File: src/rtl/sssp_pkg.sv
// Package for the shortest-path unit: operation codes and controller state type.
// Used by sssp_ctrl, sssp_dp and the top level.
package sssp_pkg;

  localparam logic [1:0] OP_CLEAR = 2'd0;
  localparam logic [1:0] OP_ADD   = 2'd1;
  localparam logic [1:0] OP_QUERY = 2'd2;

  localparam int DIST_BITS = 20;

  typedef enum logic [3:0] {
    ST_WIPE,     // clearing pass over the edge memory
    ST_IDLE,
    ST_ADD_RD,   // read old weight of a->b
    ST_ADD_WA,   // write a->b, read b->a
    ST_ADD_WB,   // write b->a
    ST_INIT,     // reset per-node flags
    ST_SCAN,     // linear minimum search, one node per cycle
    ST_RELAX,    // read edges of settled node, one per cycle
    ST_EMIT      // send one result per node
  } state_t;

  typedef struct packed {
    logic wipe;
    logic add_rd;
    logic add_wa;
    logic add_wb;
    logic init;
    logic scan;
    logic scan_done;
    logic relax;
    logic emit;
  } cmd_t;

  typedef struct packed {
    logic cnt_last;
    logic found;
    logic start_ok;
  } sts_t;

endpackage

File: src/rtl/sssp_ctrl.sv
// Controller state machine of the shortest-path unit.
// Depends on sssp_pkg for the state and command types.
module sssp_ctrl import sssp_pkg::*; (
  input  logic       clk,
  input  logic       rst,
  input  logic       in_go,
  input  logic [1:0] op,
  input  logic       out_take,
  input  logic       out_last,
  input  sts_t       sts,
  output cmd_t       cmd,
  output logic       in_ready
);

  state_t state, state_next;

  always_ff @(posedge clk) begin
    if (rst) state <= ST_WIPE;
    else     state <= state_next;
  end

  always_comb begin
    state_next = state;
    case (state)
      ST_WIPE:   if (sts.cnt_last) state_next = ST_IDLE;
      ST_IDLE: begin
        if (in_go) begin
          case (op)
            OP_CLEAR: state_next = ST_WIPE;
            OP_ADD:   state_next = ST_ADD_RD;
            OP_QUERY: state_next = ST_INIT;
            default:  state_next = ST_IDLE;
          endcase
        end
      end
      ST_ADD_RD: state_next = ST_ADD_WA;
      ST_ADD_WA: state_next = ST_ADD_WB;
      ST_ADD_WB: state_next = ST_IDLE;
      ST_INIT:   state_next = sts.start_ok ? ST_SCAN : ST_EMIT;
      ST_SCAN: begin
        if (sts.cnt_last) state_next = ST_RELAX;
      end
      ST_RELAX: begin
        // A scan with no candidate ends the search.
        if (!sts.found) state_next = ST_EMIT;
        else if (sts.cnt_last) state_next = ST_SCAN;
      end
      ST_EMIT:   if (out_take && out_last) state_next = ST_IDLE;
      default:   state_next = ST_IDLE;
    endcase
  end

  always_comb begin
    cmd = '0;
    in_ready = 1'b0;
    case (state)
      ST_WIPE:   cmd.wipe = 1'b1;
      ST_IDLE:   in_ready = 1'b1;
      ST_ADD_RD: cmd.add_rd = 1'b1;
      ST_ADD_WA: cmd.add_wa = 1'b1;
      ST_ADD_WB: cmd.add_wb = 1'b1;
      ST_INIT:   cmd.init = 1'b1;
      ST_SCAN: begin
        cmd.scan = 1'b1;
        cmd.scan_done = sts.cnt_last;
      end
      ST_RELAX:  cmd.relax = sts.found;
      ST_EMIT:   cmd.emit = 1'b1;
      default:   cmd = '0;
    endcase
  end

endmodule

File: config.mk
export PLATFORM = sky130hd
export DESIGN_NAME = sssp_ctrl
export DESIGN_NICKNAME = d
export VERILOG_FILES = /design/src/rtl/sssp_pkg.sv /design/src/rtl/sssp_ctrl.sv
export SDC_FILE = /design/constraint.sdc
export NUM_CORES = 1
export LEC_CHECK = 0
export ABC_AREA = 1
export BUFFER_PORTS_ARGS = -buffer_cell sky130_fd_sc_hd__buf_2
export CAP_MARGIN = 25
export CORE_AREA = 8 8 45 47
export DETAILED_ROUTE_END_ITERATION = 12
export DIE_AREA = 0 0 53 55
export HOLD_SLACK_MARGIN = 0.1
export PLACE_DENSITY_LB_ADDON = 0.25
export SYNTH_ARGS = -nofsm -noshare
export SYNTH_HDL_FRONTEND = slang
export SYNTH_SLANG_ARGS = --single-unit
File: constraint.sdc
create_clock -name clk -period 2.1 [get_ports clk]
set_clock_uncertainty 0.05 [all_clocks]
set_input_delay 0.315 -clock clk [delete_from_list [all_inputs] [get_ports clk]]
set_output_delay 0.315 -clock clk [all_outputs]
set_load 0.02 [all_outputs]
* Yosys cells after proc, flatten, opt, wreduce, memory -nomap -nowiden
Index checks and enable logic that the tools add are counted.
Operators by class: add/subtract/negate cells 0, multipliers 0, divide/modulo/power cells 0, $lt $le $gt $ge 0, eq/ne operators 15, shift operators 0, multiplexer cells 18, bitwise logic cells 0, reductions and logical operators 4
Operator list (number):
- 4-bit case mux with 8 select lines | 1
- 4-bit two-way mux | 7
- 4-bit by 3-bit equality test with 1-bit output, second input constant | 4
- 3-bit case mux with 3 select lines | 1
- 4-bit by 2-bit equality test with 1-bit output, second input constant | 2
- 1-bit two-way mux | 8
- 2-bit inequality test, second input constant | 4
- 5-bit AND reduction | 1
- 4-bit by 1-bit equality test with 1-bit output, second input constant | 1
- 4-bit equality test, second input constant | 1
- 4-bit logical NOT | 1
- 3-bit inequality test, second input constant | 1
- 2-bit by 1-bit equality test with 1-bit output, second input constant | 1
- 2-bit equality test, second input constant | 1
- 2-bit logical NOT | 1
- 2-bit two-way mux | 1
- 1-bit logical AND | 1
Word-level totals: bits in registers 4, bits in latches 0, bits in writable memories 0, bits in read-only memories 0, bits of input ports 10, output and inout bits 10, logic and storage cells 38, memories kept 0

* Logic depth before layout (Yosys ltp)
word-level depth 4, mapped depth 9, depth with buffers taken out 9

* Worst setup path after synthesis
Ideal clock, no wire load.
kind flip-flop to output port, start point reg state[0], end point out cmd[0] (netlist name), data arrival time 1.095 ns, required time 1.735 ns, slack 0.640 ns, stages on the path, launching flop included 4, buffers on the path 0, cell sequence dfxtp_1 nor2_1 inv_1 nor3_1
RTL lines:
- start, declared | line sssp_ctrl.sv:15 | state_t state, state_next;
- start signal, assigned | line sssp_ctrl.sv:19 | else state <= state_next;
- end, declared | line sssp_ctrl.sv:11 | output cmd_t cmd,

==> impl_metrics.json <==
{
  "status": "complete, no violations",
  "wl_met2_um": 521,
  "finalWirelength_um": 1070,
  "grt_start_max_net_pins": 9,
  "n_fill_cell": 170,
  "antennaDiodeCount": 0,
  "reg_top3": "state (4)",
  "cts_tree": "done",
  "cts-root-buf": "clkbuf_4",
  "synth_seq_area_share_pct": 18.9,
  "cts_hold_buf": 0,
  "clock_path_buffers": 2,
  "peakVddDrop_mv": 0.230,
  "largest_reg_flops": 4,
  "syn-num-nets": 87,
  "crit_path_end": "cmd[0]",
  "core_area_sq_um": 1380,
  "maxCapViolCount": 0,
  "dp_hpwl_um": 936,
  "leakage_nw": 0.379,
  "rr_worst_depth": 7,
  "clk_pin_slew_ns": 0.04,
  "areaGrowthSynthToFinish_pct": 32.5,
  "startpoint_type": "flip-flop",
  "r2r_start": "state[0]",
  "die_y_um": 55,
  "clkSinkCount": 4,
  "tightest_slew_ns": 0.300,
  "route.met3.wl_um": 64,
  "yosysWarnings": 0,
  "crit_path_top_delay_cell": "dfxtp_1",
  "drcViolationCount": 0,
  "numCtsBuffers": 3,
  "regMostFlops": "state",
  "port_buffers": 19,
  "hold_viol": 0,
  "grt_pass1_vias": 456,
  "io_pins": 20,
  "drive_gt1_share_pct": 36.4,
  "insertion_delay_ns": 0.23,
  "maxSlewHeadroom_pct": 80.0,
  "ant_nets": 0,
  "ys_types": 16,
  "track_usage_pct": 7.27,
  "place.gp.congestion": 0.764,
  "antenna_found_initial": 0,
  "cp_max_fo": 6,
  "critPathCaptureType": "primary output",
  "r2r_end": "state[0]",
  "cp-startpoint": "state[0]",
  "dieArea_sq_um": 2920,
  "dp_cells": 112,
  "maxSlewViolCount": 0,
  "finalSetupViolCount": 0,
  "grt-ovfl-total": 0,
  "worst_hold_path_type": "input pin to flip-flop",
  "ctsResizeCount": 0,
  "max_stage_delay_ns": 0.37,
  "top_layer": "met3",
  "dr.pass1.iters": 2,
  "finish.utilization_pct": 40.5,
  "wire_per_inst_um": 9.26,
  "initial_core_util_pct": 30.6,
  "crit_type": "flip-flop to primary output",
  "grt_pass1_wl_um": 1710,
  "clock.fmax_mhz": 603,
  "rrSetupSlack_ns": 0.80,
  "regArea_sq_um": 80.1,
  "rsz0062_at_grt": "false",
  "synthCells": 77,
  "setup-tns-final_ns": 0,
  "num_vias": 499,
  "required_ns": 1.74,
  "synth_area_sq_um": 423,
  "arrival_ns": 1.29,
  "htree_levels": 1,
  "cts_setup_buffers": 0,
  "finalCritPeriodShare_pct": 79.0,
  "cellPowerDensity_nw_per_um2": 575,
  "drt_iter0_markers": 16,
  "synth-seq-cells": 4,
  "crit_chain": "nor2_1 -> inv_1 -> nor3_1 -> buf_2",
  "post-route-min-period_ns": 1.66,
  "final_nets": 111,
  "rows": 14,
  "multi_input_area_sq_um": 264,
  "postSynthAreaPerCell_sq_um": 5.49,
  "fin_cells": 115,
  "wl_met1_um": 480,
  "fp.dieW_um": 53,
  "vias_per_cell": 4.34
}
[placed cells by master (no fill, tap or decap)]
master and n:
nand4_1 1, inv_2 2, a21oi_1 2, o211ai_1 1
buf_2 19, o21bai_2 1, inv_1 19, nor2_2 5
nand3_2 2, o21ai_1 1, nand3_1 6, nor2_1 10
nor2_4 1, clkbuf_4 3, nor3_1 3, nand2_1 16
nand2_2 3, dfxtp_1 4
[worst max-delay path: cells and delay by family (launching register included)]
family / cells / cell delay (ns)
buffers and inverters: 2 / 0.30
DFF: 1 / 0.37
and+or+nand+nor: 2 / 0.40
[power by group]
group          leakage (nW)  total (W)  switching, W  internal (W)
Sequential           0.0326  0.0000969     0.0000131     0.0000838
Clock                0.0138  0.0000917     0.0000280     0.0000637
Combinational         0.333   0.000134     0.0000869     0.0000471
Total                 0.379   0.000323      0.000128      0.000195
[synthesized netlist by cell type]
| cell type | n | share of area (%) |
|---|---|---|
| nor2_2 | 5 | 7.4 |
| dfxtp_1 | 4 | 19 |
| nand3_2 | 2 | 4.7 |
| o21ai_1 | 1 | 1.2 |
| nand3_1 | 6 | 7.1 |
| nand2_1 | 16 | 14 |
| inv_2 | 2 | 1.8 |
| nor2_1 | 10 | 8.9 |
| nand2_2 | 3 | 4.4 |
| o211ai_1 | 1 | 1.8 |
| nor3_1 | 3 | 3.5 |
| o21bai_2 | 1 | 2.7 |
| nor2_4 | 1 | 2.7 |
| nand4_1 | 1 | 1.5 |
| inv_1 | 19 | 17 |
| a21oi_1 | 2 | 2.4 |
[cell families after synthesis]
| family | count (synthesis) | synth area share [%] |
|---|---|---|
| flops | 4 | 18.9 |
| compound gates | 5 | 7.99 |
| simple gates | 47 | 54.4 |
| buf+inv | 21 | 18.6 |
[per-layer routing]
layer,track usage (%),vias up
li1,-,276
met5,0,-
met4,1.29,0
met2,13.9,10
met1,8.36,213
met3,1.07,0
[through the flow]
step	power (W)	setup WS [ns]	hold slack, ns	cell area [sq um]
2_1_floorplan	0.000194	0.640	0.334	423
3_3_place_gp	0.000233	0.664	0.456	538
3_5_place_dp	0.000233	0.662	0.457	538
4_1_cts	0.000325	0.420	0.222	561
5_1_grt	0.000350	0.308	0.221	561
6_report	0.000323	0.441	0.220	561
[area by class of cell]
type | count | share of cell area, %
tap | 16 | 3.57
clock buffer | 3 | 4.02
multi-input combinational | 52 | 47.1
sequential | 4 | 14.3
inverter | 21 | 14.1
timing repair buffer | 19 | 17.0
[worst min-delay path by stage]
stage          start  endpoint  cells after the start
2_1_floorplan    rst  state[1]                      1
3_3_place_gp     rst  state[1]                      2
3_5_place_dp     rst  state[1]                      2
4_1_cts          rst  state[1]                      2
5_1_grt          rst  state[1]                      2
6_report         rst  state[1]                      2
Power figures use the tool's default switching activity.
